<file path="config.mk">
export PLATFORM = sky130hd
export DESIGN_NAME = tag_response_gate_top
export DESIGN_NICKNAME = d
export VERILOG_FILES = /design/src/sv/trg_pkg.sv /design/src/sv/trg_root.sv /design/src/sv/trg_ring.sv /design/src/sv/tag_response_gate_top.sv
export SDC_FILE = /design/constraint.sdc
export NUM_CORES = 2
export LEC_CHECK = 0
export BUFFER_PORTS_ARGS = -buffer_cell sky130_fd_sc_hd__buf_2
export CORE_MARGIN = 1
export CORE_UTILIZATION = 30
export DETAILED_ROUTE_END_ITERATION = 8
export GPL_TIMING_DRIVEN = 0
export SLEW_MARGIN = 20
export SYNTH_ARGS = -nofsm -noshare
export SYNTH_HDL_FRONTEND = slang
export SYNTH_SLANG_ARGS = --single-unit
</file>
<file path="constraint.sdc">
create_clock -name clk -period 11.6 [get_ports clk]
set_input_delay 2.9 -clock clk [delete_from_list [all_inputs] [get_ports clk]]
set_output_delay 2.9 -clock clk [all_outputs]
set_load 0.05 [all_outputs]
</file>
<file path="src/sv/trg_pkg.sv">
package trg_pkg;

	// Fixed field widths
	localparam int SAMPLE_W = 16;
	localparam int RAD_W    = 2 * SAMPLE_W;
	localparam int CS_W     = 22;
	localparam int IDX_W    = 3;
	localparam int CFG_W    = 16;

	localparam logic [31:0] CARRIER_MAX = 32'd4194303;

	// Configuration register indexes
	localparam logic [IDX_W-1:0] CFG_THRESH_FRACTION = 3'd0;
	localparam logic [IDX_W-1:0] CFG_MIN_PULSE_WIDTH = 3'd1;
	localparam logic [IDX_W-1:0] CFG_QUIET_SAMPLES   = 3'd2;
	localparam logic [IDX_W-1:0] CFG_PULSES_NEEDED   = 3'd3;
	localparam logic [IDX_W-1:0] CFG_OPEN_LENGTH     = 3'd4;
	localparam logic [IDX_W-1:0] CFG_CARRIER_SPAN    = 3'd5;

	// Register reset values
	localparam logic [7:0]  RST_THRESH_FRACTION = 8'd223;
	localparam logic [15:0] RST_MIN_PULSE_WIDTH = 16'd12;
	localparam logic [15:0] RST_QUIET_SAMPLES   = 16'd50;
	localparam logic [7:0]  RST_PULSES_NEEDED   = 8'd3;
	localparam logic [15:0] RST_OPEN_LENGTH     = 16'd100;
	localparam logic [6:0]  RST_CARRIER_SPAN    = 7'd10;

	typedef enum logic [3:0] {
		ST_IDLE,
		ST_MUL_I,
		ST_MUL_Q,
		ST_POW,
		ST_ROOT,
		ST_WSUM,
		ST_THR,
		ST_DECIDE,
		ST_SUM,
		ST_FIN
	} state_t;

	typedef enum logic [2:0] {
		MS_NONE,
		MS_II,
		MS_QQ,
		MS_MAG,
		MS_THR
	} mul_sel_t;

	// Control from sequencer to the ring store
	typedef struct packed {
		logic re;
		logic we;
	} ring_ctl_t;

endpackage

</file>
<file path="src/sv/trg_root.sv">
module trg_root (
	input  logic                              clk,
	input  logic                              arst_n,
	input  logic                              start,
	input  logic [trg_pkg::RAD_W-1:0]         radicand,
	output logic                              done,
	output logic [trg_pkg::SAMPLE_W-1:0]      root
);

	localparam int RW = trg_pkg::SAMPLE_W;
	localparam int CW = $clog2(RW);

	logic [trg_pkg::RAD_W-1:0] rad_q;
	logic [RW:0]               rem_q;
	logic [RW-1:0]             root_q;
	logic [CW-1:0]             cnt_q;
	logic                      busy_q;
	logic                      done_q;
	logic [RW+2:0]             rem_sh;
	logic [RW+2:0]             trial;

	// One result bit per step: bring down two radicand bits, try root*4+1
	assign rem_sh = {rem_q, rad_q[trg_pkg::RAD_W-1 -: 2]};
	assign trial  = {1'b0, root_q, 2'b01};

	always_ff @(posedge clk or negedge arst_n) begin
		if (!arst_n) begin
			busy_q <= 1'b0;
			done_q <= 1'b0;
			cnt_q  <= '0;
		end else begin
			done_q <= 1'b0;
			if (start) begin
				busy_q <= 1'b1;
				cnt_q  <= CW'(RW - 1);
			end else if (busy_q) begin
				cnt_q <= cnt_q - 1'b1;
				if (cnt_q == '0) begin
					busy_q <= 1'b0;
					done_q <= 1'b1;
				end
			end
		end
	end

	always_ff @(posedge clk) begin
		if (start) begin
			rad_q  <= radicand;
			rem_q  <= '0;
			root_q <= '0;
		end else if (busy_q) begin
			rad_q <= rad_q << 2;
			if (rem_sh >= trial) begin
				rem_q  <= (RW+1)'(rem_sh - trial);
				root_q <= {root_q[RW-2:0], 1'b1};
			end else begin
				rem_q  <= (RW+1)'(rem_sh);
				root_q <= {root_q[RW-2:0], 1'b0};
			end
		end
	end

	assign done = done_q;
	assign root = root_q;

endmodule

</file>
<file path="src/sv/trg_ring.sv">
module trg_ring #(
	parameter int DEPTH = 64
) (
	input  logic                          clk,
	input  logic                          arst_n,
	input  trg_pkg::ring_ctl_t            ctl,
	input  logic [$clog2(DEPTH)-1:0]      waddr,
	input  logic [trg_pkg::SAMPLE_W-1:0]  wdata,
	input  logic [$clog2(DEPTH)-1:0]      raddr,
	output logic [trg_pkg::SAMPLE_W-1:0]  rdata
);

	localparam int FW = $clog2(DEPTH + 1);

	logic [trg_pkg::SAMPLE_W-1:0] mem [DEPTH];
	logic [trg_pkg::SAMPLE_W-1:0] rd_q;
	logic                         vld_q;
	logic [FW-1:0]                fill_q;

	// Writes walk the addresses in order from zero, so an entry below the
	// fill count has been written; anything at or above it reads as zero.
	always_ff @(posedge clk or negedge arst_n) begin
		if (!arst_n) begin
			fill_q <= '0;
			vld_q  <= 1'b0;
		end else begin
			if (ctl.we && fill_q != FW'(DEPTH))
				fill_q <= fill_q + 1'b1;
			if (ctl.re)
				vld_q <= FW'(raddr) < fill_q;
		end
	end

	always_ff @(posedge clk) begin
		if (ctl.we)
			mem[waddr] <= wdata;
		if (ctl.re)
			rd_q <= mem[raddr];
	end

	assign rdata = vld_q ? rd_q : '0;

endmodule

</file>
<file path="src/sv/tag_response_gate_top.sv">
// Tag response gate.
// Input words arrive on s_axis (tdata = in_i, in_q). Each sample's magnitude
// is the floored square root of I*I+Q*Q, tracked against a moving average over
// a window of WINDOW_LEN magnitudes. Edges and pulses are counted while the gate
// is closed; once the reply preamble is seen the gate opens and the opening
// sample and those after it, open_length in all (at least two), go out on
// m_axis. tuser marks the opening sample, tlast the final one, which also
// carries the summed carrier magnitude.
// Configuration writes go over cfg (index, data), always ready; write only while
// the block is idle.
// Each sample passes through the 16-step shift/subtract square root unit
// and one shared multiplier used for I*I, Q*Q, the window scale and the
// threshold before its word reaches the output register; the next sample is
// taken only once the previous one is finished. The opening sample also sums
// min(carrier_span, WINDOW_LEN) reads of the window store. s_axis_tready is
// high only while idle. A finished word waits in the output register while
// m_axis_tready is low; the next sample is worked on and stalls only when its
// own word is ready to load. Reset clears all control state, registers go to
// defaults, the window reads as zero until written; no clearing pass is needed.
module tag_response_gate_top #(
	parameter int WINDOW_LEN = 64
) (
	input  logic                           clk,
	input  logic                           arst_n,
	input  logic                           s_axis_tvalid,
	output logic                           s_axis_tready,
	input  logic [31:0]                    s_axis_tdata,  // in_i, in_q
	output logic                           m_axis_tvalid,
	input  logic                           m_axis_tready,
	output logic [55:0]                    m_axis_tdata,  // out_i, out_q, carrier_sum
	output logic                           m_axis_tuser,  // burst_first
	output logic                           m_axis_tlast,  // burst_last
	input  logic                           cfg_valid,
	output logic                           cfg_ready,
	input  logic [trg_pkg::IDX_W-1:0]      cfg_index,
	input  logic [trg_pkg::CFG_W-1:0]      cfg_data
);

	localparam int SW     = trg_pkg::SAMPLE_W;
	localparam int AW     = $clog2(WINDOW_LEN);
	localparam int SUM_W  = SW + AW;
	localparam int SPW    = $clog2(WINDOW_LEN + 1);
	localparam int MA_W   = SUM_W + 1;
	localparam int MB_W   = SW + 1;
	localparam int PROD_W = MA_W + MB_W;
	localparam int CS_W   = trg_pkg::CS_W;

	trg_pkg::state_t   state_q, state_n;
	trg_pkg::mul_sel_t mul_sel;
	trg_pkg::ring_ctl_t ring_ctl;

	// configuration
	logic [7:0]  thresh_q;
	logic [15:0] min_pw_q;
	logic [15:0] quiet_q;
	logic [7:0]  need_q;
	logic [15:0] open_len_q;
	logic [6:0]  span_cfg_q;

	// tracking state
	logic [AW-1:0]    pos_q;
	logic [SUM_W-1:0] wsum_q;
	logic [CS_W-1:0]  held_q;
	logic             open_q;
	logic             lvl_q;
	logic [15:0]      sc_q;
	logic [7:0]       pc_q;

	// per-sample work registers
	logic signed [SW-1:0]      i_q, q_q;
	logic [SW-1:0]             old_q;
	logic [SW-1:0]             mag_q;
	logic [trg_pkg::RAD_W-1:0] pow_q;
	logic signed [PROD_W-1:0]  mul_q;
	logic [PROD_W-1:0]         lhs_q;
	logic                      res_q, first_q, last_q;
	logic [CS_W-1:0]           rcar_q;

	// carrier sum walk
	logic [AW-1:0]    sidx_q;
	logic [SPW-1:0]   sleft_q;
	logic             pend_q;
	logic [SUM_W-1:0] acc_q;

	// output register
	logic              ovld_q;
	logic [SW-1:0]     oi_q, oq_q;
	logic              ofirst_q, olast_q;
	logic [CS_W-1:0]   ocar_q;

	logic signed [MA_W-1:0] mul_a;
	logic signed [MB_W-1:0] mul_b;
	logic                   root_start;
	logic                   root_done;
	logic [SW-1:0]          root;
	logic [AW-1:0]          ring_raddr;
	logic [SW-1:0]          ring_rdata;
	logic [AW-1:0]          sidx_n;
	logic                   sum_done;
	logic                   fin_go;
	logic                   accept;

	// decision logic
	logic        lt, gt;
	logic [15:0] sc_inc, sc_n;
	logic [7:0]  pc_n;
	logic        lvl_n, open_n;
	logic        r_valid, r_first, r_last, opening;
	logic [CS_W-1:0] r_car;
	logic [SPW-1:0]  span;

	assign accept    = s_axis_tvalid && s_axis_tready;
	assign cfg_ready = 1'b1;
	assign sidx_n    = (sidx_q == '0) ? AW'(WINDOW_LEN - 1) : sidx_q - 1'b1;
	assign sum_done  = (sleft_q == '0) && !pend_q;
	assign fin_go    = !res_q || !ovld_q || m_axis_tready;
	assign span      = (32'(span_cfg_q) < WINDOW_LEN) ? SPW'(span_cfg_q) : SPW'(WINDOW_LEN);

	trg_root u_root (
		.clk      (clk),
		.arst_n   (arst_n),
		.start    (root_start),
		.radicand (pow_q + mul_q[trg_pkg::RAD_W-1:0]),
		.done     (root_done),
		.root     (root)
	);

	trg_ring #(
		.DEPTH (WINDOW_LEN)
	) u_ring (
		.clk    (clk),
		.arst_n (arst_n),
		.ctl    (ring_ctl),
		.waddr  (pos_q),
		.wdata  (mag_q),
		.raddr  (ring_raddr),
		.rdata  (ring_rdata)
	);

	// next state
	always_comb begin
		state_n = state_q;
		case (state_q)
			trg_pkg::ST_IDLE:   if (accept) state_n = trg_pkg::ST_MUL_I;
			trg_pkg::ST_MUL_I:  state_n = trg_pkg::ST_MUL_Q;
			trg_pkg::ST_MUL_Q:  state_n = trg_pkg::ST_POW;
			trg_pkg::ST_POW:    state_n = trg_pkg::ST_ROOT;
			trg_pkg::ST_ROOT:   if (root_done) state_n = trg_pkg::ST_WSUM;
			trg_pkg::ST_WSUM:   state_n = trg_pkg::ST_THR;
			trg_pkg::ST_THR:    state_n = trg_pkg::ST_DECIDE;
			trg_pkg::ST_DECIDE: state_n = opening ? trg_pkg::ST_SUM : trg_pkg::ST_FIN;
			trg_pkg::ST_SUM:    if (sum_done) state_n = trg_pkg::ST_FIN;
			trg_pkg::ST_FIN:    if (fin_go) state_n = trg_pkg::ST_IDLE;
			default:            state_n = trg_pkg::ST_IDLE;
		endcase
	end

	// sequencer outputs
	always_comb begin
		s_axis_tready = 1'b0;
		mul_sel       = trg_pkg::MS_NONE;
		root_start    = 1'b0;
		ring_ctl      = '0;
		ring_raddr    = pos_q;
		case (state_q)
			trg_pkg::ST_IDLE: begin
				s_axis_tready = 1'b1;
				ring_ctl.re   = s_axis_tvalid;
			end
			trg_pkg::ST_MUL_I: mul_sel = trg_pkg::MS_II;
			trg_pkg::ST_MUL_Q: mul_sel = trg_pkg::MS_QQ;
			trg_pkg::ST_POW:   root_start = 1'b1;
			trg_pkg::ST_WSUM:  mul_sel = trg_pkg::MS_MAG;
			trg_pkg::ST_THR:   mul_sel = trg_pkg::MS_THR;
			trg_pkg::ST_SUM: begin
				ring_ctl.re = sleft_q != '0;
				ring_raddr  = sidx_n;
			end
			trg_pkg::ST_FIN:   ring_ctl.we = fin_go;
			default: ;
		endcase
	end

	// shared multiplier operands
	always_comb begin
		mul_a = '0;
		mul_b = '0;
		case (mul_sel)
			trg_pkg::MS_II: begin
				mul_a = MA_W'(i_q);
				mul_b = MB_W'(i_q);
			end
			trg_pkg::MS_QQ: begin
				mul_a = MA_W'(q_q);
				mul_b = MB_W'(q_q);
			end
			trg_pkg::MS_MAG: begin
				mul_a = signed'(MA_W'(root));
				mul_b = signed'(MB_W'(WINDOW_LEN));
			end
			trg_pkg::MS_THR: begin
				mul_a = signed'(MA_W'(wsum_q));
				mul_b = signed'(MB_W'(thresh_q));
			end
			default: ;
		endcase
	end

	// edge, pulse and gate decision
	assign lt     = lhs_q < PROD_W'(mul_q);
	assign gt     = lhs_q > PROD_W'(mul_q);
	assign sc_inc = (sc_q != 16'hFFFF) ? sc_q + 1'b1 : sc_q;

	always_comb begin
		sc_n    = sc_inc;
		pc_n    = pc_q;
		lvl_n   = lvl_q;
		open_n  = open_q;
		r_valid = 1'b0;
		r_first = 1'b0;
		r_last  = 1'b0;
		r_car   = '0;
		opening = 1'b0;
		if (!open_q) begin
			if (lt && lvl_q) begin
				sc_n  = '0;
				lvl_n = 1'b0;
			end else if (gt && !lvl_q) begin
				lvl_n = 1'b1;
				if (sc_inc > min_pw_q)
					pc_n = (pc_q != 8'hFF) ? pc_q + 1'b1 : pc_q;
				else
					pc_n = '0;
				sc_n = '0;
			end
			if (sc_n > quiet_q && lvl_n && pc_n > need_q) begin
				open_n  = 1'b1;
				pc_n    = '0;
				sc_n    = 16'd1;
				r_valid = 1'b1;
				r_first = 1'b1;
				opening = 1'b1;
			end
		end else begin
			r_valid = 1'b1;
			if (sc_inc >= open_len_q) begin
				r_last = 1'b1;
				r_car  = held_q;
				open_n = 1'b0;
			end
		end
	end

	// control state
	always_ff @(posedge clk or negedge arst_n) begin
		if (!arst_n) begin
			state_q    <= trg_pkg::ST_IDLE;
			thresh_q   <= trg_pkg::RST_THRESH_FRACTION;
			min_pw_q   <= trg_pkg::RST_MIN_PULSE_WIDTH;
			quiet_q    <= trg_pkg::RST_QUIET_SAMPLES;
			need_q     <= trg_pkg::RST_PULSES_NEEDED;
			open_len_q <= trg_pkg::RST_OPEN_LENGTH;
			span_cfg_q <= trg_pkg::RST_CARRIER_SPAN;
			pos_q      <= '0;
			wsum_q     <= '0;
			held_q     <= '0;
			open_q     <= 1'b0;
			lvl_q      <= 1'b0;
			sc_q       <= '0;
			pc_q       <= '0;
			res_q      <= 1'b0;
			sleft_q    <= '0;
			pend_q     <= 1'b0;
			ovld_q     <= 1'b0;
		end else begin
			state_q <= state_n;
			if (cfg_valid && cfg_ready) begin
				case (cfg_index)
					trg_pkg::CFG_THRESH_FRACTION: thresh_q   <= cfg_data[7:0];
					trg_pkg::CFG_MIN_PULSE_WIDTH: min_pw_q   <= cfg_data;
					trg_pkg::CFG_QUIET_SAMPLES:   quiet_q    <= cfg_data;
					trg_pkg::CFG_PULSES_NEEDED:   need_q     <= cfg_data[7:0];
					trg_pkg::CFG_OPEN_LENGTH:     open_len_q <= cfg_data;
					trg_pkg::CFG_CARRIER_SPAN:    span_cfg_q <= cfg_data[6:0];
					default: ;
				endcase
			end
			if (state_q == trg_pkg::ST_WSUM)
				wsum_q <= wsum_q - SUM_W'(old_q) + SUM_W'(root);
			if (state_q == trg_pkg::ST_DECIDE) begin
				sc_q    <= sc_n;
				pc_q    <= pc_n;
				lvl_q   <= lvl_n;
				open_q  <= open_n;
				res_q   <= r_valid;
				sleft_q <= span;
				pend_q  <= 1'b0;
			end
			if (state_q == trg_pkg::ST_SUM) begin
				pend_q <= ring_ctl.re;
				if (ring_ctl.re)
					sleft_q <= sleft_q - 1'b1;
				if (sum_done)
					held_q <= (32'(acc_q) > trg_pkg::CARRIER_MAX) ?
						CS_W'(trg_pkg::CARRIER_MAX) : CS_W'(acc_q);
			end
			if (state_q == trg_pkg::ST_FIN && fin_go)
				pos_q <= (pos_q == AW'(WINDOW_LEN - 1)) ? '0 : pos_q + 1'b1;
			// load this sample's word, else drain the output register
			if (state_q == trg_pkg::ST_FIN && fin_go && res_q)
				ovld_q <= 1'b1;
			else if (m_axis_tready)
				ovld_q <= 1'b0;
		end
	end

	// datapath registers
	always_ff @(posedge clk) begin
		if (accept) begin
			i_q <= s_axis_tdata[15:0];
			q_q <= s_axis_tdata[31:16];
		end
		if (mul_sel != trg_pkg::MS_NONE)
			mul_q <= mul_a * mul_b;
		case (state_q)
			trg_pkg::ST_MUL_I: old_q <= ring_rdata;
			trg_pkg::ST_MUL_Q: pow_q <= mul_q[trg_pkg::RAD_W-1:0];
			trg_pkg::ST_WSUM:  mag_q <= root;
			trg_pkg::ST_THR:   lhs_q <= {mul_q[PROD_W-9:0], 8'd0};
			trg_pkg::ST_DECIDE: begin
				first_q <= r_first;
				last_q  <= r_last;
				rcar_q  <= r_car;
				sidx_q  <= pos_q;
				acc_q   <= '0;
			end
			trg_pkg::ST_SUM: begin
				if (ring_ctl.re)
					sidx_q <= sidx_n;
				if (pend_q)
					acc_q <= acc_q + SUM_W'(ring_rdata);
			end
			default: ;
		endcase
		if (state_q == trg_pkg::ST_FIN && fin_go && res_q) begin
			oi_q     <= i_q;
			oq_q     <= q_q;
			ofirst_q <= first_q;
			olast_q  <= last_q;
			ocar_q   <= rcar_q;
		end
	end

	assign m_axis_tvalid = ovld_q;
	assign m_axis_tdata  = {2'b00, ocar_q, oq_q, oi_q};
	assign m_axis_tuser  = ofirst_q;
	assign m_axis_tlast  = olast_q;

	a_open_no_pulses: assert property (@(posedge clk) disable iff (!arst_n)
		open_q |-> pc_q == '0)
		else $error("pulse count not cleared while gate open");

	a_root_in_wait: assert property (@(posedge clk) disable iff (!arst_n)
		root_done |-> state_q == trg_pkg::ST_ROOT)
		else $error("square root finished outside its wait state");

	a_accept_starts: assert property (@(posedge clk) disable iff (!arst_n)
		accept |=> state_q == trg_pkg::ST_MUL_I)
		else $error("accepted word did not start the sequence");

	a_first_not_last: assert property (@(posedge clk) disable iff (!arst_n)
		m_axis_tvalid |-> !(m_axis_tuser && m_axis_tlast))
		else $error("opening word flagged as last");

	a_carrier_on_last: assert property (@(posedge clk) disable iff (!arst_n)
		m_axis_tvalid && !m_axis_tlast |-> m_axis_tdata[53:32] == '0)
		else $error("carrier sum on a word that is not last");

endmodule
</file>
== Yosys cells after proc, flatten, opt, wreduce, memory -nomap -nowiden ==
Memories as Yosys holds them, arrays and structs flattened. A register that Yosys moved wholly into a read port is not among the register bits.
Cells that the tools add are included.
Cells by class
  $add $sub $neg: 12
  multiply operators: 1
  $lt $le $gt $ge: 9
  equality and inequality tests: 28
  muxes and demuxes: 64
  bitwise logic cells: 1
  reduce and logical (&&, ||, !) cells: 37
Operators by type and width (number)
  16-bit two-way mux: 7
  23-bit one-hot mux with 4 select lines: 1
  17-bit one-hot mux with 4 select lines: 1
  32-bit two-way mux: 2
  8-bit two-way mux: 6
  22-bit by 16-bit adder with 22-bit output: 2
  22-bit one-hot mux with 2 select lines: 1
  40-bit greater-than comparator: 1
  40-bit < comparator: 1
  23-bit by 17-bit multiplier with 40-bit output: 1
  4-bit one-hot mux with 10 select lines: 1
  32-bit adder: 1
  16-bit greater-than comparator: 2
  7-bit two-way mux: 4
  1-bit two-way mux: 26
  4-bit two-way mux: 6
  6-bit two-way mux: 4
  22-bit two-way mux: 1
  2-bit AND reduction: 11
  22-bit by 16-bit subtractor with 22-bit output: 1
  19-bit by 18-bit >= comparator with 1-bit output: 1
  17-bit two-way mux: 1
  17-bit subtractor: 1
  16-bit by 1-bit adder with 16-bit output, second input constant: 1
  38 further kinds: 68
Word-level totals
  bits in registers: 516
  RAM bits: 1024
  bits of input ports: 56
  output and inout bits: 61
  memories: 1
Memory list
  u_ring.mem: words 64, bits a word 16, read ports 1, clocked after memory_dff 1, write ports 1, line trg_ring.sv:15  | logic [trg_pkg::SAMPLE_W-1:0] mem [DEPTH];

== Depth between registers and ports, before layout ==
  depth in word-level cells: 13
  depth in mapped cells: 32
  mapped depth without buffers: 28

== Cells and area by module ==
From an unflattened synthesis, not the netlist that was laid out.
Unflattened totals
  cells, all modules: 5706
  area total of the unflattened synthesis: 80045.5 µm²
Modules (own cells, without submodules)
  trg_ring: instances 1, cells an instance 1847, area an instance 40326.2 µm²
  tag_response_gate_top: instances 1, cells an instance 3495, area an instance 35895.7 µm²
  trg_root: instances 1, cells an instance 364, area an instance 3823.7 µm²

== Worst setup path before layout ==
Ideal clock, no wire load.
  path kind: reg-to-reg
  start: register state_q[3]
  end: register mul_q[39], data pin
  library setup time: 0.258 ns
  arrival: 7.843 ns
  data required time: 11.342 ns
  slack: 3.500 ns
  stages on the path, launching flop included: 27
  path buffers: 3
  clock period less this slack: 8.100 ns
  cells stage by stage: dfrtp_1 > clkbuf_1 > nand2b_1 > nor2_1 > clkbuf_1 > buf_1 > a221oi_2 > nor2_1 > fa_1 > fa_1 > inv_1 > fa_1 > inv_1 > fa_1 > fa_1 > inv_1 > fa_1 > inv_1 > ha_1 > and3_1 > nand3_1 > o211ai_1 > a31oi_1 > o21ai_0 > o21a_1 > o221a_2 > xnor2_1
On the way
  word-level cells in the longest chain between the ends: 5
  elaborated cells between the ends (all ways): 12
Ends and longest elaborated chain
  start, declared: line tag_response_gate_top.sv:48  | trg_pkg::state_t state_q, state_n;
  start signal, assigned: line tag_response_gate_top.sv:257  | state_q <= trg_pkg::ST_IDLE;
  start signal, assigned: line tag_response_gate_top.sv:276  | state_q <= state_n;
  4-bit by 3-bit equality test with 1-bit output (tied with other cells): line tag_response_gate_top.sv:165  | case (state_q)
  3-bit one-hot mux with 4 select lines *: line tag_response_gate_top.sv:165
  3-bit equality test (tied with other cells): line tag_response_gate_top.sv:188  | case (mul_sel)
  23-bit one-hot mux with 4 select lines or 17-bit one-hot mux with 4 select lines (tied branches): line tag_response_gate_top.sv:188
  23-bit by 17-bit multiplier with 40-bit output *: line tag_response_gate_top.sv:324  | mul_q <= mul_a * mul_b;
  end signal, assigned: line tag_response_gate_top.sv:324
  end, declared: line tag_response_gate_top.sv:74  | logic signed [PROD_W-1:0] mul_q;
Every way passes the cells marked *; elsewhere a longest branch is shown, timed or not.
A chain may end at the register's enable or synchronous reset.

== Worst setup path in the final report ==
  start: register state_q[3]
  end: register mul_q[36], data pin
The elaborated chain is that of the path after synthesis.

==> impl_metrics.toml <==
[sta]
timing.final.crit_period_ns = 10.74
slew_viol_final = 0
finalClockSkew_ns = 0.08443
final.hold.worst_slack_ns = 0.3958
hold_viol_final = 0
timing.fmax_ghz = 0.09314
slew-limit-headroom_pct = 18.43
max_slew.worst_pin.slew_ns = 1.221
final.period_utilization_pct = 92.55
setup_total_negative_slack_ns = 0
layout_setup_ws_ns = 0.8640
rsz_0062_raised_after_global_routing = "false"
final-setup-viol-count = 0

[power]
peakVddDrop_mv = 0.1568
p_sw_share_pct = 40.69
pwr_density_mw_per_mm2 = 276.8
sequentialPowerShare_pct = 29.7
power_switching_mw = 10.43
totalPowerFinal_mw = 25.62
leakagePower_nw = 35.75
pwr-share-clk_pct = 20.6
power.internal_mw = 15.20
combPwrFrac_pct = 49.7

[worst_setup_path]
critical_path.startpoint_type = "flop"
crit_top_cell = "sky130_fd_sc_hd__fa_1"
critical_path_required_ns = 12.13
slowest_stage = "sky130_fd_sc_hd__a21boi_1"
critPathCaptureType = "flop"
reg2reg_setup_slack_ns = 0.86
cp_slowest_stage_delay_ns = 1.04
critical_path.startpoint = "state_q[3]"
timing.critical_path.arrival_ns = 11.27
crit_fanout = 41
worstReg2RegStart = "state_q[3]"
timing.setup.critical_path_class = "reg2reg"

[logic_synthesis]
yosys-top-cells-count = "1348 x sky130_fd_sc_hd__edfxtp_1, 668 x sky130_fd_sc_hd__inv_1, 492 x sky130_fd_sc_hd__nand2_1"
synthesis.area_per_instance_um2 = 13.90
postSynthRegisterBits = 1556
synthesized_area_fraction_occupied_by_adder_cells_pct = 14.52
netlist_top_cells_area = "sky130_fd_sc_hd__edfxtp_1 51%, sky130_fd_sc_hd__fa_1 10%, sky130_fd_sc_hd__mux4_2 7.2%"
netlist.area_leader.share_pct = 50.58
synth.area.mux_share_pct = 8.343
synth_xor_area_share_pct = 1.368
post_synth_num_cell_types = 87
synthArstFlopShare_pct = 11.25
synth_cells = 5757
synth_top_cell_by_area = "sky130_fd_sc_hd__edfxtp_1"
ys_warn_count = 0
synth_flop_cell = "sky130_fd_sc_hd__edfxtp_1"
post-synth-top-count-cell = "sky130_fd_sc_hd__edfxtp_1"
syn_area_mm2 = 0.08002
synth_seq_area_share_pct = 56.91
synth_enable_flop_cells = 1348
post_synth_and_or_nand_nor_area_fraction_pct = 7.532
main_combinational_cell_family_by_area_after_synthesis = "adder cells"
synth_compound_gate_area_share_pct = 6.805

[drt]
via_per_inst = 4.929
post_drt_wl_per_cell_um = 21.39
finalWirelength_um = 210300
detail_route.iter0.violations = 4869
drt_drc_violations_left = 78
via_count = 48470
dr.pass1.iters = 8
postRouteAntennaNets = 0

[floorplanning]
die_h_um = 518.5
die_area_mm2 = 0.2688
top_level_pins = 117
core-area_mm2 = 0.2651
initial_utilization_pct = 30.19
rows = 189
floorplan.die.width_um = 518.5

[cts]
clk_pin_slew_worst_paths_ns = 0.06
cts_tree = "yes"
cts_root_buf = "sky130_fd_sc_hd__clkbuf_16"
insertion_delay_ns = 0.86
clock_sinks = 1556
postCtsHoldBufs = 0
cts_buf_count = 167
cts_setup_buffers = 0
cts.repair.resized = 0
htree_num_levels = 4
cts.path.max_buffers = 4

[global_routing]
grt_max_degree = 79
grt_antenna_before_repair = 5
gr-usage-all-layers_pct = 15.51
grt_first_pass_wirelength_um = 317400
globalRouteOverflowTotal = 0
via_count_of_the_first_global_routing_pass = 49960

[placed_design]
place_area_mm2 = 0.08724
place_congestion = 0.9319
place.detailed.hpwl_um = 157400
place.port_buffers = 112
dp_worst_slack_ns = 1.029

[hold_path]
worst_hold_path_type = "reg2reg"
hold_path_startpoint = "rcar_q[15]"

[outcome]
failed_checks = "design-rule violations"
outcome = "finished, violations left"

[final_layout]
layout.cell_area.non_filler_mm2 = 0.09256
num-nets-final = 6919
drive_above_1_share_pct = 15.92
area.growth.synth_to_final_pct = 15.67

[run]
max_cap_viol_count = 0
-- cell type report --
class | count | area [um2]
inverter | 672 | 2524
tap | 3533 | 4420
multi-input combinational | 3303 | 31100
buffer | 229 | 1094
clock buffer | 199 | 4370
antenna | 1 | 2.502
timing repair buffer | 245 | 2582
sequential | 1556 | 45540
fill | 25400 | 172500
clock inverter | 96 | 929.6
-- power groups by stage --
stage / combinational (mW) / sequential (mW) / clock [mW]
2_1_floorplan: 8.67 / 7.63 / 0
3_3_place_gp: 12.0 / 7.96 / 0
3_5_place_dp: 12.7 / 7.72 / 0
4_1_cts: 12.7 / 7.61 / 5.38
5_1_grt: 14.1 / 7.67 / 5.56
6_report: 12.7 / 7.61 / 5.28
-- path summary, 6_finish.rpt --
path | endpoint | cells past startpoint
max in group asynchronous | wsum_q[21] | 3
hold / removal | ocar_q[15] | 0
setup / recovery | mul_q[36] | 28
setup reg to reg | mul_q[36] | 28
hold reg to reg | ocar_q[15] | 0
min in group asynchronous | sc_q[12] | 1
-- state kept, by name (all words and copies together), names as in the netlist, 22 cells and up --
| signal | count |
|---|---|
| u_ring.mem | 1024 |
| mul_q | 40 |
| lhs_q | 32 |
| pow_q | 32 |
| u_root.rad_q | 32 |
| acc_q | 22 |
| held_q | 22 |
| ocar_q | 22 |
| rcar_q | 22 |
| wsum_q | 22 |
-- metrics by stage --
stage,cells,util [%]
after floorplan,5760,-
after global placement,9405,32.07
after detailed placement,9537,32.91
after CTS,9832,34.91
after global routing,9833,34.92
final,9834,34.92
-- layer usage --
metal / vias up / GRT usage (%) / share of wire, %
met5: - / 0 / 0
met4: 0 / 5.608 / 3.7
met3: 377 / 2.341 / 6.3
met2: 1705 / 25.68 / 48
met1: 24880 / 20.55 / 42
li1: 21510 / - / -
-- worst max-delay path: cells and delay by family (launching register included) --
kind	cells	cell delay, ns
compound gates	10	3.92
xor+xnor	1	0.08
fa+ha+maj	7	3.55
buf+inv	8	2.14
flops	1	0.37
simple gates	2	0.32
-- kinds of logic (layout without fill, tap and decap cells) --
| kind of cell | after synthesis | count (layout) |
|---|---|---|
| buffers and inverters | 901 | 1441 |
| other | 2 | 6 |
| AOI/OAI and AO/OA | 823 | 823 |
| and+or+nand+nor | 1320 | 1320 |
| muxes | 341 | 341 |
| xor gates and xnor gates | 125 | 125 |
| adders and majority gates | 689 | 689 |
| DFF | 1556 | 1556 |
-- cell usage in the layout, fill, tap and decap left out, drive strengths merged, types with 19 or more instances in the layout --
master,instances
or3,22
a31oi,75
nand2b,40
nand4,38
ha,290
inv,676
buf,345
nand3,54
a21o,98
dfstp,19
a21oi,147
mux4,256
mux2i,37
o21a,30
o21ai,188
xor2,44
a22o,27
clkbuf,328
a22oi,49
clkinv,70
nor2,400
fa,399
nand2,492
edfxtp,1348
a211oi,85
and2,67
nor3,38
mux2,48
dfrtp,156
nor2b,90
xnor2,81
dfxtp,33
(Power assumes the default switching activity.)
